--- config.mk ---
export PLATFORM = sky130hd
export DESIGN_NAME = accel_step_detector
export DESIGN_NICKNAME = d
export VERILOG_FILES = /design/src/hdl/acs_pkg.sv /design/src/hdl/accel_step_detector.sv /design/src/hdl/acs_sqsum.sv /design/src/hdl/acs_isqrt.sv /design/src/hdl/acs_mac.sv
export SDC_FILE = /design/constraint.sdc
export NUM_CORES = 2
export LEC_CHECK = 0
export ABC_AREA = 1
export BUFFER_PORTS_ARGS = -buffer_cell sky130_fd_sc_hd__clkbuf_2
export CORE_UTILIZATION = 60
export CTS_CLUSTER_DIAMETER = 200
export DETAILED_ROUTE_END_ITERATION = 16
export GPL_TIMING_DRIVEN = 0
export PLACE_DENSITY = 0.83
export SYNTH_ARGS = -nofsm -noshare
export SYNTH_HDL_FRONTEND = slang
export SYNTH_SLANG_ARGS = --single-unit
--- constraint.sdc ---
create_clock -name clk -period 28.3 [get_ports clk]
set_clock_uncertainty 0.1 [all_clocks]
set_input_delay 2.83 -clock clk [delete_from_list [all_inputs] [get_ports clk]]
set_output_delay 2.83 -clock clk [all_outputs]
set_load 0.01 [all_outputs]
--- src/hdl/acs_pkg.sv ---
package acs_pkg;

  // default widths of the sample path
  localparam int SAMPLE_BITS_DEF = 16;
  localparam int FRAC_BITS_DEF   = 8;

  // fixed field widths
  localparam int LEVEL_W    = 24;
  localparam int COEF_W     = 16;
  localparam int REFR_W     = 16;
  localparam int TIME_W     = 32;
  localparam int COUNT_W    = 32;
  localparam int CFG_IDX_W  = 3;
  localparam int CFG_DATA_W = 24;

  // serial multiply-accumulate: 17 multiplier bits (coefficient up to 65536)
  localparam int MAC_BITS = COEF_W + 1;
  localparam int PROD_W   = LEVEL_W + MAC_BITS;
  localparam int RND_POS  = 16;

  localparam logic [PROD_W-1:0]   ROUND_HALF = PROD_W'(32768);
  localparam logic [MAC_BITS-1:0] COEF_ONE   = MAC_BITS'(65536);
  localparam logic [LEVEL_W-1:0]  LEVEL_MAX  = {LEVEL_W{1'b1}};

  // register indexes
  localparam logic [CFG_IDX_W-1:0] REG_HP_ALPHA     = 3'd0;
  localparam logic [CFG_IDX_W-1:0] REG_THR_DECAY    = 3'd1;
  localparam logic [CFG_IDX_W-1:0] REG_MIN_THR      = 3'd2;
  localparam logic [CFG_IDX_W-1:0] REG_MAX_THR      = 3'd3;
  localparam logic [CFG_IDX_W-1:0] REG_REFRACTORY   = 3'd4;
  localparam logic [CFG_IDX_W-1:0] REG_INIT_THR     = 3'd5;
  localparam logic [CFG_IDX_W-1:0] REG_GRAVITY      = 3'd6;

  // register reset values
  localparam logic [COEF_W-1:0]  RST_HP_ALPHA   = 16'd58982;
  localparam logic [COEF_W-1:0]  RST_THR_DECAY  = 16'd655;
  localparam logic [LEVEL_W-1:0] RST_MIN_THR    = 24'd629146;
  localparam logic [LEVEL_W-1:0] RST_MAX_THR    = 24'd5242880;
  localparam logic [REFR_W-1:0]  RST_REFRACTORY = 16'd180;
  localparam logic [LEVEL_W-1:0] RST_INIT_THR   = 24'd1258291;
  localparam logic [LEVEL_W-1:0] RST_GRAVITY    = 24'd2097152;

  // status of one serial unit
  typedef struct packed {
    logic busy;
    logic done;
  } unit_stat_t;

endpackage

--- src/hdl/accel_step_detector.sv ---
// One word in flight: the next word is taken in the idle state, after the result of the
//   previous word is registered at the output.
// The serial squarer, the bit-per-cycle square root and two passes of the shared
//   shift-add multiplier process each word in turn; a result may wait at the output
//   while the next word is taken.
// Reset (rst_n low, synchronous) loads the register defaults and the filter start values.
module accel_step_detector #(
  parameter int SAMPLE_BITS = acs_pkg::SAMPLE_BITS_DEF,
  parameter int FRAC_BITS   = acs_pkg::FRAC_BITS_DEF
) (
  input  logic                                 clk,
  input  logic                                 rst_n,
  input  logic                                 in_valid,
  output logic                                 in_ready,
  input  logic signed [SAMPLE_BITS-1:0]        in_accel_x,
  input  logic signed [SAMPLE_BITS-1:0]        in_accel_y,
  input  logic signed [SAMPLE_BITS-1:0]        in_accel_z,
  input  logic [acs_pkg::TIME_W-1:0]           in_time_ms,
  output logic                                 out_valid,
  input  logic                                 out_ready,
  output logic                                 out_step_detected,
  output logic [acs_pkg::COUNT_W-1:0]          out_total_steps,
  output logic [acs_pkg::LEVEL_W-1:0]          out_rectified_level,
  output logic [acs_pkg::LEVEL_W-1:0]          out_threshold_level,
  input  logic                                 cfg_valid,
  output logic                                 cfg_ready,
  input  logic [acs_pkg::CFG_IDX_W-1:0]        cfg_index,
  input  logic [acs_pkg::CFG_DATA_W-1:0]       cfg_data
);

  localparam int SB   = SAMPLE_BITS;
  localparam int QW   = SAMPLE_BITS + FRAC_BITS;
  localparam int LW   = acs_pkg::LEVEL_W;
  localparam int CWF  = acs_pkg::COEF_W;
  localparam int MB   = acs_pkg::MAC_BITS;
  localparam int PW   = acs_pkg::PROD_W;
  localparam int EXTW = (QW > LW) ? QW : LW + 1;
  localparam int THW  = LW + 2;

  localparam logic [2:0] ST_IDLE = 3'd0;
  localparam logic [2:0] ST_SQ   = 3'd1;
  localparam logic [2:0] ST_SQRT = 3'd2;
  localparam logic [2:0] ST_LP   = 3'd3;
  localparam logic [2:0] ST_DIFF = 3'd4;
  localparam logic [2:0] ST_TH   = 3'd5;
  localparam logic [2:0] ST_FIN  = 3'd6;

  logic [2:0] state_r, state_nxt;

  // configuration registers
  logic [CWF-1:0]                alpha_r, decay_r;
  logic [LW-1:0]                 min_r, max_r;
  logic [acs_pkg::REFR_W-1:0]    refr_r;

  // filter state
  logic [LW-1:0]                 lp_r, th_r, prev_r, level_r, mag_r;
  logic [acs_pkg::TIME_W-1:0]    last_r, time_r;
  logic [acs_pkg::COUNT_W-1:0]   cnt_r;
  logic                          ge_r;

  // output register
  logic                          out_valid_r, out_step_r;
  logic [acs_pkg::COUNT_W-1:0]   out_total_r;
  logic [LW-1:0]                 out_level_r, out_th_r;

  // unit connections
  acs_pkg::unit_stat_t           sq_stat, rt_stat, mac_stat;
  logic [2*SB-1:0]               sum;
  logic [QW-1:0]                 root;
  logic                          sq_start, mac_start;
  logic [LW-1:0]                 mac_a1, mac_a2;
  logic [MB-1:0]                 mac_b1, mac_b2;
  logic [PW-1:0]                 mac_acc, mac_rnd;

  // datapath helpers
  logic [EXTW-1:0]               root_ext;
  logic [LW-1:0]                 mag_sat, lp_new, level_c, diff_c, th_new;
  logic                          ge_c;
  logic [LW:0]                   delta;
  logic signed [THW-1:0]         th_sum, th_lo;
  logic [acs_pkg::TIME_W-1:0]    elapsed;
  logic                          rising, step, commit, cfg_wr;

  assign in_ready  = (state_r == ST_IDLE);
  assign cfg_ready = 1'b1;
  assign cfg_wr    = cfg_valid;
  assign sq_start  = in_valid && in_ready;
  assign commit    = (state_r == ST_FIN) && (!out_valid_r || out_ready);

  acs_sqsum #(.SB(SB)) u_sqsum (
    .clk   (clk),
    .rst_n (rst_n),
    .start (sq_start),
    .x     (in_accel_x),
    .y     (in_accel_y),
    .z     (in_accel_z),
    .sum   (sum),
    .stat  (sq_stat)
  );

  acs_isqrt #(.SB(SB), .FB(FRAC_BITS)) u_isqrt (
    .clk   (clk),
    .rst_n (rst_n),
    .start (sq_stat.done),
    .sum   (sum),
    .root  (root),
    .stat  (rt_stat)
  );

  acs_mac u_mac (
    .clk   (clk),
    .rst_n (rst_n),
    .start (mac_start),
    .a1    (mac_a1),
    .b1    (mac_b1),
    .a2    (mac_a2),
    .b2    (mac_b2),
    .acc   (mac_acc),
    .stat  (mac_stat)
  );

  // saturate the magnitude to the level width
  assign root_ext = EXTW'(root);
  assign mag_sat  = (root_ext > EXTW'(acs_pkg::LEVEL_MAX)) ? acs_pkg::LEVEL_MAX
                                                            : LW'(root);

  // rounded product, shared by both passes
  assign mac_rnd = mac_acc + acs_pkg::ROUND_HALF;
  assign lp_new  = mac_rnd[acs_pkg::RND_POS +: LW];
  assign delta   = mac_rnd[acs_pkg::RND_POS +: LW+1];
  assign level_c = (mag_r >= lp_new) ? (mag_r - lp_new) : (lp_new - mag_r);

  // distance of the level from the threshold
  assign ge_c   = (level_r >= th_r);
  assign diff_c = ge_c ? (level_r - th_r) : (th_r - level_r);

  // select multiplier operands: low-pass pass, then threshold pass
  always_comb begin
    if (state_r == ST_DIFF) begin
      mac_start = 1'b1;
      mac_a1    = diff_c;
      mac_b1    = MB'(decay_r);
      mac_a2    = '0;
      mac_b2    = '0;
    end else begin
      mac_start = (state_r == ST_SQRT) && rt_stat.done;
      mac_a1    = lp_r;
      mac_b1    = MB'(alpha_r);
      mac_a2    = mag_sat;
      mac_b2    = acs_pkg::COEF_ONE - MB'(alpha_r);
    end
  end

  // move the threshold and clamp it, upper bound last
  always_comb begin
    th_sum = ge_r ? (THW'(th_r) + THW'(delta)) : (THW'(th_r) - THW'(delta));
    th_lo  = (th_sum < $signed(THW'(min_r))) ? $signed(THW'(min_r)) : th_sum;
    th_new = (th_lo > $signed(THW'(max_r))) ? max_r : LW'(th_lo);
  end

  // step decision
  assign rising  = (level_r > prev_r);
  assign elapsed = time_r - last_r;
  assign step    = (level_r > th_new) && !rising
                && (elapsed > acs_pkg::TIME_W'(refr_r));

  // sequence one word through the units
  always_comb begin
    state_nxt = state_r;
    case (state_r)
      ST_IDLE: if (sq_start) state_nxt = ST_SQ;
      ST_SQ:   if (sq_stat.done) state_nxt = ST_SQRT;
      ST_SQRT: if (rt_stat.done) state_nxt = ST_LP;
      ST_LP:   if (mac_stat.done) state_nxt = ST_DIFF;
      ST_DIFF: state_nxt = ST_TH;
      ST_TH:   if (mac_stat.done) state_nxt = ST_FIN;
      ST_FIN:  if (commit) state_nxt = ST_IDLE;
      default: state_nxt = ST_IDLE;
    endcase
  end

  always_ff @(posedge clk) begin
    if (!rst_n) begin
      state_r <= ST_IDLE;
    end else begin
      state_r <= state_nxt;
    end
  end

  // configuration registers; start values go straight into the filter state
  always_ff @(posedge clk) begin
    if (!rst_n) begin
      alpha_r <= acs_pkg::RST_HP_ALPHA;
      decay_r <= acs_pkg::RST_THR_DECAY;
      min_r   <= acs_pkg::RST_MIN_THR;
      max_r   <= acs_pkg::RST_MAX_THR;
      refr_r  <= acs_pkg::RST_REFRACTORY;
    end else if (cfg_wr) begin
      case (cfg_index)
        acs_pkg::REG_HP_ALPHA:   alpha_r <= CWF'(cfg_data);
        acs_pkg::REG_THR_DECAY:  decay_r <= CWF'(cfg_data);
        acs_pkg::REG_MIN_THR:    min_r   <= cfg_data;
        acs_pkg::REG_MAX_THR:    max_r   <= cfg_data;
        acs_pkg::REG_REFRACTORY: refr_r  <= acs_pkg::REFR_W'(cfg_data);
        default: ;
      endcase
    end
  end

  // filter state; start-value writes load the state at once
  always_ff @(posedge clk) begin
    if (!rst_n) begin
      lp_r   <= acs_pkg::RST_GRAVITY;
      th_r   <= acs_pkg::RST_INIT_THR;
      prev_r <= '0;
      last_r <= '0;
      cnt_r  <= '0;
    end else begin
      if (cfg_wr && cfg_index == acs_pkg::REG_GRAVITY) begin
        lp_r <= cfg_data;
      end else if (state_r == ST_LP && mac_stat.done) begin
        lp_r <= lp_new;
      end
      if (cfg_wr && cfg_index == acs_pkg::REG_INIT_THR) begin
        th_r <= cfg_data;
      end else if (commit) begin
        th_r <= th_new;
      end
      if (commit) begin
        prev_r <= level_r;
        if (step) begin
          cnt_r  <= cnt_r + 1'b1;
          last_r <= time_r;
        end
      end
    end
  end

  // hold per-word values
  always_ff @(posedge clk) begin
    if (sq_start) begin
      time_r <= in_time_ms;
    end
    if (state_r == ST_SQRT && rt_stat.done) begin
      mag_r <= mag_sat;
    end
    if (state_r == ST_LP && mac_stat.done) begin
      level_r <= level_c;
    end
    if (state_r == ST_DIFF) begin
      ge_r <= ge_c;
    end
  end

  // output word register
  always_ff @(posedge clk) begin
    if (!rst_n) begin
      out_valid_r <= 1'b0;
    end else if (commit) begin
      out_valid_r <= 1'b1;
    end else if (out_ready) begin
      out_valid_r <= 1'b0;
    end
  end

  always_ff @(posedge clk) begin
    if (commit) begin
      out_step_r  <= step;
      out_total_r <= step ? (cnt_r + 1'b1) : cnt_r;
      out_level_r <= level_r;
      out_th_r    <= th_new;
    end
  end

  assign out_valid           = out_valid_r;
  assign out_step_detected   = out_step_r;
  assign out_total_steps     = out_total_r;
  assign out_rectified_level = out_level_r;
  assign out_threshold_level = out_th_r;

  // the serial units never overlap
  a_one_unit: assert property (@(posedge clk) disable iff (!rst_n)
    $countones({sq_stat.busy, rt_stat.busy, mac_stat.busy}) <= 1)
    else $error("serial units overlap");

  // nothing is in flight while a new word may enter
  a_idle_units: assert property (@(posedge clk) disable iff (!rst_n)
    in_ready |-> !sq_stat.busy && !rt_stat.busy && !mac_stat.busy)
    else $error("unit busy while input ready");

  // the square root follows the squarer directly
  a_sqrt_follows: assert property (@(posedge clk) disable iff (!rst_n)
    sq_stat.done |=> rt_stat.busy)
    else $error("square root did not start");

  // a counted step advances the counter by one
  a_step_count: assert property (@(posedge clk) disable iff (!rst_n)
    (commit && step) |=> (cnt_r == $past(cnt_r) + 1'b1))
    else $error("step counter did not advance");

endmodule

--- src/hdl/acs_sqsum.sv ---
module acs_sqsum #(
  parameter int SB = acs_pkg::SAMPLE_BITS_DEF
) (
  input  logic                 clk,
  input  logic                 rst_n,
  input  logic                 start,
  input  logic signed [SB-1:0] x,
  input  logic signed [SB-1:0] y,
  input  logic signed [SB-1:0] z,
  output logic [2*SB-1:0]      sum,
  output acs_pkg::unit_stat_t  stat
);

  localparam int SW = 2 * SB;
  localparam int CW = $clog2(SB + 1);

  logic [SB-1:0] bx_r, by_r, bz_r;
  logic [SW-1:0] mx_r, my_r, mz_r;
  logic [SW-1:0] acc_r, acc_nxt;
  logic [CW-1:0] cnt_r;
  logic          busy_r, done_r;
  logic [SB-1:0] ax, ay, az;

  // magnitudes of the axes (most negative value maps onto its own pattern)
  assign ax = x[SB-1] ? (~x + 1'b1) : x;
  assign ay = y[SB-1] ? (~y + 1'b1) : y;
  assign az = z[SB-1] ? (~z + 1'b1) : z;

  // add one partial product of each axis per cycle
  always_comb begin
    acc_nxt = acc_r + (bx_r[0] ? mx_r : '0) + (by_r[0] ? my_r : '0)
            + (bz_r[0] ? mz_r : '0);
  end

  // shift multipliers down and multiplicands up
  always_ff @(posedge clk) begin
    if (start) begin
      bx_r  <= ax;
      by_r  <= ay;
      bz_r  <= az;
      mx_r  <= SW'(ax);
      my_r  <= SW'(ay);
      mz_r  <= SW'(az);
      acc_r <= '0;
    end else if (busy_r) begin
      bx_r  <= bx_r >> 1;
      by_r  <= by_r >> 1;
      bz_r  <= bz_r >> 1;
      mx_r  <= mx_r << 1;
      my_r  <= my_r << 1;
      mz_r  <= mz_r << 1;
      acc_r <= acc_nxt;
    end
  end

  // sequence the multiplier bits
  always_ff @(posedge clk) begin
    if (!rst_n) begin
      busy_r <= 1'b0;
      done_r <= 1'b0;
      cnt_r  <= '0;
    end else if (start) begin
      busy_r <= 1'b1;
      done_r <= 1'b0;
      cnt_r  <= CW'(SB);
    end else if (busy_r) begin
      cnt_r <= cnt_r - 1'b1;
      if (cnt_r == CW'(1)) begin
        busy_r <= 1'b0;
        done_r <= 1'b1;
      end
    end else begin
      done_r <= 1'b0;
    end
  end

  assign sum       = acc_r;
  assign stat.busy = busy_r;
  assign stat.done = done_r;

endmodule

--- src/hdl/acs_isqrt.sv ---
module acs_isqrt #(
  parameter int SB = acs_pkg::SAMPLE_BITS_DEF,
  parameter int FB = acs_pkg::FRAC_BITS_DEF
) (
  input  logic                clk,
  input  logic                rst_n,
  input  logic                start,
  input  logic [2*SB-1:0]     sum,
  output logic [SB+FB-1:0]    root,
  output acs_pkg::unit_stat_t stat
);

  localparam int RW  = 2 * (SB + FB);
  localparam int QW  = SB + FB;
  localparam int RMW = QW + 2;
  localparam int CW  = $clog2(QW + 1);

  logic [RW-1:0]    n_r;
  logic [QW-1:0]    root_r, root_nxt;
  logic [RMW-1:0]   rem_r, rem_nxt;
  logic [RMW+1:0]   rem_sh, trial;
  logic [CW-1:0]    cnt_r;
  logic             busy_r, done_r;

  // one root bit per cycle: bring down two radicand bits and try a subtract
  always_comb begin
    rem_sh = {rem_r, n_r[RW-1 -: 2]};
    trial  = {2'b00, root_r, 2'b01};
    if (rem_sh >= trial) begin
      rem_nxt  = RMW'(rem_sh - trial);
      root_nxt = {root_r[QW-2:0], 1'b1};
    end else begin
      rem_nxt  = RMW'(rem_sh);
      root_nxt = {root_r[QW-2:0], 1'b0};
    end
  end

  always_ff @(posedge clk) begin
    if (start) begin
      n_r    <= {sum, {(2*FB){1'b0}}};
      rem_r  <= '0;
      root_r <= '0;
    end else if (busy_r) begin
      n_r    <= n_r << 2;
      rem_r  <= rem_nxt;
      root_r <= root_nxt;
    end
  end

  // count root digits
  always_ff @(posedge clk) begin
    if (!rst_n) begin
      busy_r <= 1'b0;
      done_r <= 1'b0;
      cnt_r  <= '0;
    end else if (start) begin
      busy_r <= 1'b1;
      done_r <= 1'b0;
      cnt_r  <= CW'(QW);
    end else if (busy_r) begin
      cnt_r <= cnt_r - 1'b1;
      if (cnt_r == CW'(1)) begin
        busy_r <= 1'b0;
        done_r <= 1'b1;
      end
    end else begin
      done_r <= 1'b0;
    end
  end

  assign root      = root_r;
  assign stat.busy = busy_r;
  assign stat.done = done_r;

endmodule

--- src/hdl/acs_mac.sv ---
module acs_mac (
  input  logic                                  clk,
  input  logic                                  rst_n,
  input  logic                                  start,
  input  logic [acs_pkg::LEVEL_W-1:0]           a1,
  input  logic [acs_pkg::MAC_BITS-1:0]          b1,
  input  logic [acs_pkg::LEVEL_W-1:0]           a2,
  input  logic [acs_pkg::MAC_BITS-1:0]          b2,
  output logic [acs_pkg::PROD_W-1:0]            acc,
  output acs_pkg::unit_stat_t                   stat
);

  localparam int PW = acs_pkg::PROD_W;
  localparam int MB = acs_pkg::MAC_BITS;
  localparam int CW = $clog2(MB + 1);

  logic [PW-1:0] m1_r, m2_r, acc_r;
  logic [MB-1:0] b1_r, b2_r;
  logic [CW-1:0] cnt_r;
  logic          busy_r, done_r;

  // a1*b1 + a2*b2, one coefficient bit of each per cycle
  always_ff @(posedge clk) begin
    if (start) begin
      m1_r  <= PW'(a1);
      m2_r  <= PW'(a2);
      b1_r  <= b1;
      b2_r  <= b2;
      acc_r <= '0;
    end else if (busy_r) begin
      m1_r  <= m1_r << 1;
      m2_r  <= m2_r << 1;
      b1_r  <= b1_r >> 1;
      b2_r  <= b2_r >> 1;
      acc_r <= acc_r + (b1_r[0] ? m1_r : '0) + (b2_r[0] ? m2_r : '0);
    end
  end

  always_ff @(posedge clk) begin
    if (!rst_n) begin
      busy_r <= 1'b0;
      done_r <= 1'b0;
      cnt_r  <= '0;
    end else if (start) begin
      busy_r <= 1'b1;
      done_r <= 1'b0;
      cnt_r  <= CW'(MB);
    end else if (busy_r) begin
      cnt_r <= cnt_r - 1'b1;
      if (cnt_r == CW'(1)) begin
        busy_r <= 1'b0;
        done_r <= 1'b1;
      end
    end else begin
      done_r <= 1'b0;
    end
  end

  assign acc       = acc_r;
  assign stat.busy = busy_r;
  assign stat.done = done_r;

endmodule
Yosys cells after proc, flatten, opt, wreduce, memory -nomap -nowiden
Cells that the tools add are included.
- $add $sub $neg: 22
- multiply operators: 0
- divide/modulo/power cells: 0
- order comparisons: 9
- equality and inequality tests: 21
- shift operators: 0
- multiplexer cells: 72
- bitwise operators: 7
- reduce and logical (&&, ||, !) cells: 32
- operators with widths (cell ; count):
    $mux 24 ; 14
    $mux 16 ; 16
    $mux 32 ; 4
    $add 32x32->32 ; 3
    $mux 48 ; 2
    $sub 24x24->24 ; 4
    $mux 17 ; 5
    $add 41x41->41 ; 2
    $mux 41 ; 2
    $mux 26 ; 3
    $add 16x1->16 const B ; 3
    $ge 24x24->1 ; 2
    $gt 24x24->1 ; 2
    $not 16->16 ; 3
    $add 41x16->41 const B ; 1
    $add 32x1->32 const B ; 1
    $gt 32x16->1 ; 1
    $sub 32x32->32 ; 1
    $mux 5 ; 6
    $ge 28x26->1 ; 1
    $add 24x25->26 ; 1
    $gt 26x25->1 ; 1
    $lt 26x25->1 ; 1
    $sub 24x25->26 ; 1
    23 further kinds ; 83
- register bits after elaboration: 834
- latch bits: 0
- bits in writable memories: 0
- memory bits (read-only): 0
- input bits: 112
- output and inout port bits: 84
- logic and storage cells: 215
- memories: 0

Longest topological paths before layout
- depth after elaboration: 11
- mapped depth: 73
- mapped depth without buffers: 69

By module
A second synthesis with hierarchy kept.
- cells, all modules: 7983
- area total of the unflattened synthesis: 57326.2 sq um
- modules (own cells, without submodules) (module ; instances ; cells each ; area each (sq um) ; seq. area each (sq um)):
    accel_step_detector ; 1 ; 4019 ; 28701.3 ; 9589.2
    acs_sqsum ; 1 ; 1649 ; 12219.2 ; 4624.4
    acs_mac ; 1 ; 1502 ; 10730.3 ; 4103.9
    acs_isqrt ; 1 ; 813 ; 5675.4 ; 2102.0

Worst setup path after synthesis
OpenSTA, ideal clock, no wires.
- kind: register -> register
- start point: register u_mac.acc_r[15], in the netlist u_mac.acc[15]
- end point: register out_total_r, in the netlist out_total_steps[1] (data pin)
- library setup time: 256 ps
- arrival: 8839 ps
- required time: 27944 ps
- slack: 19105 ps
- stages on the path, launching flop included: 67
- buffers on the path: 4
- period minus slack after synthesis: 9195 ps
- cell sequence: dfxtp_1 -> ha_1 -> nand2_1 -> and2_1 -> inv_1 -> ha_1 -> nand3_1 -> nor2_1 -> nor2_1 -> xor2_1 -> inv_1 -> ha_1 -> nand2_1 -> o21ai_0 -> a21oi_1 -> o21bai_1 -> a21oi_1 -> o21ai_0 -> [... 31 more ...] -> nand2_4 -> buf_6 -> nand2_1 -> o21ai_2 -> ha_1 -> a21oi_1 -> o21ai_0 -> nand2_1 -> o211ai_1 -> a21oi_1 -> nor2_1 -> o32ai_1 -> nor2_1 -> nand2_1 -> buf_2 -> inv_1 -> nand2_1 -> o21ai_1
- cells in the longest elaborated chain, start to end: 11
- elaborated cells between the ends (all ways): 12
- classes of those cells: 3 x add/sub; 3 x order compare; 4 x mux; 2 x reduce/logical
- RTL lines (element ; RTL line ; source):
    start: declaration ; acs_mac.sv:17 ; logic [PW-1:0] m1_r, m2_r, acc_r;
    start signal: assignment ; acs_mac.sv:35 ; acc_r <= acc_r + (b1_r[0] ? m1_r : '0) + (b2_r[0] ? m2_r : '0);
    $add 41x16->41 * ; accel_step_detector.sv:128 ; assign mac_rnd = mac_acc + acs_pkg::ROUND_HALF;
    $sub 24x25->26 or $add 24x25->26 (tied branches) ; accel_step_detector.sv:156 ; th_sum = ge_r ? (THW'(th_r) + THW'(delta)) : (THW'(th_r) - THW'(delta));
    $mux 26 * ; accel_step_detector.sv:156 ;
    $lt 26x25->1 ; accel_step_detector.sv:157 ; th_lo = (th_sum < $signed(THW'(min_r))) ? $signed(THW'(min_r)) : th_sum;
    $mux 26 * ; accel_step_detector.sv:157 ;
    $gt 26x25->1 ; accel_step_detector.sv:158 ; th_new = (th_lo > $signed(THW'(max_r))) ? max_r : LW'(th_lo);
    $mux 24 * ; accel_step_detector.sv:158 ;
    $gt 24x24->1 * ; accel_step_detector.sv:164 ; assign step = (level_r > th_new) && !rising
    $logic_and 1x1->1 * ; accel_step_detector.sv:164 ;
    $logic_and 1x1->1 * ; accel_step_detector.sv:165 ; && (elapsed > acs_pkg::TIME_W'(refr_r));
    named net step ; accel_step_detector.sv:82 ; logic rising, step, commit, cfg_wr;
    $mux 32 * ; - ;
    end signal: assignment ; accel_step_detector.sv:269 ; out_total_r <= step ? (cnt_r + 1'b1) : cnt_r;
    end: declaration ; accel_step_detector.sv:63 ; logic [acs_pkg::COUNT_W-1:0] out_total_r;
The timed path passes the listed nets; every way through them passes the cells marked *.
A chain may end at the register's enable or synchronous reset.

Worst setup path in the final report
- start point: register u_mac.acc_r[15], in the netlist u_mac.acc[15]
- end point: register last_r[29] in the netlist's numbering
- cells in the longest elaborated chain, start to end: 11
- elaborated cells between the ends (all ways): 12
- classes of those cells: 3 x add/sub; 3 x order compare; 3 x mux; 3 x reduce/logical
- RTL lines (element ; RTL line ; source):
    $add 41x16->41 * ; accel_step_detector.sv:128 ;
    $sub 24x25->26 or $add 24x25->26 (tied branches) ; accel_step_detector.sv:156 ;
    $mux 26 * ; accel_step_detector.sv:156 ;
    $lt 26x25->1 ; accel_step_detector.sv:157 ;
    $mux 26 * ; accel_step_detector.sv:157 ;
    $gt 26x25->1 ; accel_step_detector.sv:158 ;
    $mux 24 * ; accel_step_detector.sv:158 ;
    named net th_new[0] ; accel_step_detector.sv:77 ; logic [LW-1:0] mag_sat, lp_new, level_c, diff_c, th_new;
    $gt 24x24->1 * ; accel_step_detector.sv:164 ;
    $logic_and 1x1->1 * ; accel_step_detector.sv:164 ;
    $logic_and 1x1->1 * ; accel_step_detector.sv:165 ;
    $reduce_and 2->1 (no line) * ; - ;
    end signal: assignment ; accel_step_detector.sv:233 ; last_r <= time_r;
    end: declaration ; accel_step_detector.sv:57 ; logic [acs_pkg::TIME_W-1:0] last_r, time_r;
Marks and branches as above.

==> impl_metrics.yaml <==
worst_setup_path:
  slowest_delay_ns: 0.65
  crit_path_end_kind: "flip-flop"
  worstSetupPathType: "flip-flop to flip-flop"
  cp.arrival_ns: 13.35
  cp_max_fo: 10
  cp_common_cell: "nand2_1"
  required_ns: 28.77
  cp_slowest_cell: "o21ai_0"
  r2r_slack_ns: 15.42
  reg2regPathDepth: 64
  reg2reg_to: "last_r[29]$_SDFFE_PN0P_"
  critPathLaunch: "u_mac.acc[15]$_SDFFE_PN0P_"
  critPathLaunchType: "flip-flop"
  r2r_start: "u_mac.acc[15]$_SDFFE_PN0P_"
finish:
  nets: 7963
  final_area_sq_mm: 0.0598
  finish.utilization: 0.673
  final_cells: 8617
  drive_above_1_share: 0.0612
  area_growth_pct: 10.5
global_routing:
  grt-ovfl-total: 0
  grt_max_degree: 68
  antenna_found_initial: 7
  grt_pass1_vias: 47600
  track_usage: 0.375
  grt_pass1_wl_um: 264000
yosys:
  synth_area_sq_mm: 0.0541
  post_synth.cell_area_avg_sq_um: 7.64
  ys_async_sr_fraction: 0
  ys_seq_elements: 833
  synthDistinctLibCells: 64
  yosysSeqAreaShare: 0.377
  ys_top_cells_by_area: "edfxtp_1 (21%), dfxtp_1 (17%), nand2_1 (11%)"
  yosysTopAreaCellShare: 0.206
  synth_warnings: 0
  synth_top_area_cell: "edfxtp_1"
  synth_edf_count: 371
  synthCells: 7076
  synth_flop_cell: "dfxtp_1"
  synth_most_common_cell: "nand2_1"
  synthTopCellsByCount: "nand2_1 (1546), inv_1 (1164), nor2_1 (541)"
  syn_nets: 7671
pwr:
  p_leak_nw: 27.8
  fin_total_pwr_mw: 7.33
  powerDensity_mw_per_mm2: 123
  ir_worst_vdd_uv: 95.1
timing:
  drv_slew: 0
  fin_crit_ns: 12.88
  hold_viol_final: 0
  fmax_ghz: 0.0776
  setup_violations: 0
  tightest_slew_ns: 1.27
  tns_ns: 0
  period_share: 0.455
  rsz0062_at_grt: "no"
  slew-limit-headroom: 0.151
  worst_slack_ns: 15.42
  hold_slack_ns: 0.346
route:
  dr.pass1.iters: 8
  drc_errors: 0
  drtAntennaViolNets: 0
  wirelength_um: 176000
  route.detailed.wl_per_inst_um: 20.4
  routed_via_density: 5.88
  drt_iter0_markers: 5341
  vias: 50700
die:
  die_w_um: 302
  dieArea_sq_mm: 0.0913
  die_y_um: 302
  rows: 109
  core_area_sq_mm: 0.0888
  initial_core_util: 0.609
  io_pins: 196
clock_tree:
  post-cts-setup-buffers: 0
  htree_levels: 3
  clock_path_buffers: 3
  clkTransAtPathRegs_ns: 0.06
  cts_sinks: 833
  cts-root-buf: "clkbuf_16"
  cts_buffers: 90
  ctsResizeCount: 0
  clock_latency_ns: 0.69
  cts_tree: "yes"
  ctsHoldBuffers: 0
placement:
  place.gp.congestion: 1.04
  dpl_cell_area_sq_mm: 0.0567
  dp.cells: 8441
  dp_hpwl_um: 137000
  post-place-ws_ns: 16.04
  portBuffers: 193
outcome:
  status: "finished, final reports clean"
min_path:
  min_path_type: "flip-flop to flip-flop"
  hold_path_end: "u_mac.acc[5]$_SDFFE_PN0P_"
  whs_path_depth: 2
  worstHoldStart: "u_mac.acc[5]$_SDFFE_PN0P_"
job:
  cap_viol_max_count: 0
==> worst max-delay path, delay by kind of cell, from the launching register on <==
kind,cells,cell delay (ns)
simple gates,26,3.94
xor+xnor,1,0.24
flops,1,0.52
fa+ha+maj,7,1.93
compound gates,19,3.86
buf+inv,11,2.14
==> per-layer routing <==
layer,up-vias,track usage,share of wire
met4,8,0.187,0.053
met2,2608,0.604,0.45
met1,23700,0.485,0.40
met5,-,0,0.00031
met3,535,0.0678,0.097
li1,23800,-,-
==> cells by family (layout without fill, tap and decap cells) <==
| kind of cell | Yosys count | after routing | share of synthesized area |
|---|---|---|---|
| AOI/OAI and AO/OA | 1500 | 1500 | 0.161 |
| xor gates and xnor gates | 222 | 222 | 0.0362 |
| and+or+nand+nor | 2601 | 2601 | 0.197 |
| buffers and inverters | 1426 | 1796 | 0.0998 |
| other | 1 | 7 | 0.0000693 |
| muxes | 10 | 10 | 0.00185 |
| adders and majority gates | 483 | 483 | 0.127 |
| DFF | 833 | 833 | 0.377 |
==> cell usage in the layout (no fill, tap or decap), types with 12 or more instances in the layout <==
cell type and count:
buf_1 15, a21oi_1 523, a21o_1 30, dfxtp_1 462, o221ai_1 19, nand4_1 59, nand2_2 25, nor3_1 85
a22oi_1 60, nand2_1 1545, a31oi_1 60, clkbuf_8 12, clkinv_2 13, o21bai_1 41, clkbuf_2 196, xor2_1 159
clkbuf_16 96, xnor2_1 61, o31ai_1 23, nor4_1 20, edfxtp_1 371, ha_1 374, nand3_1 265, clkinv_1 14
o21ai_0 472, a21boi_0 12, inv_1 1164, nor2_1 540, o211ai_1 77, or2_2 26, o21a_1 27, o22ai_1 78
clkbuf_1 240, fa_1 109, a211oi_1 13
==> layout make-up <==
cell class / count / area, sq um
multi-input combinational: 4817 / 28300
inverter: 1173 / 4400
tap: 1165 / 1460
fill: 7410 / 29000
sequential: 833 / 20400
clock inverter: 38 / 424
antenna: 6 / 15.0
buffer: 253 / 1000
timing repair buffer: 200 / 1120
clock buffer: 132 / 2660
==> registers in the layout (all words and copies together), names as in the netlist, 26 cells and up <==
signal           cells
u_sqsum.mx_r        32
cnt_r               32
u_isqrt.rem_r       26
out_total_steps     32
u_mac.m1_r          41
u_mac.acc           41
u_sqsum.sum         32
u_isqrt.n_r         32
u_mac.m2_r          41
time_r              32
u_sqsum.my_r        32
last_r              32
u_sqsum.mz_r        32
==> worst max-delay path by stage <==
stage                                         to  slack (ns)  depth (start not counted)
floorplan           out_total_steps[1]$_DFFE_PP_       19.10                         66
global placement    out_total_steps[5]$_DFFE_PP_       16.07                         63
detailed placement       last_r[26]$_SDFFE_PN0P_       16.04                         64
CTS                      last_r[26]$_SDFFE_PN0P_       15.99                         64
global route             last_r[21]$_SDFFE_PN0P_       14.62                         66
finish                   last_r[29]$_SDFFE_PN0P_       15.42                         64
==> power by group <==
| group | switching, mW | leakage [nW] | total (mW) | internal [mW] |
|---|---|---|---|---|
| Combinational | 2.87 | 19.1 | 4.25 | 1.37 |
| Sequential | 0.189 | 7.24 | 1.85 | 1.66 |
| Clock | 0.519 | 1.50 | 1.23 | 0.712 |
| Total | 3.58 | 27.8 | 7.33 | 3.74 |
(Power assumes the default switching activity.)
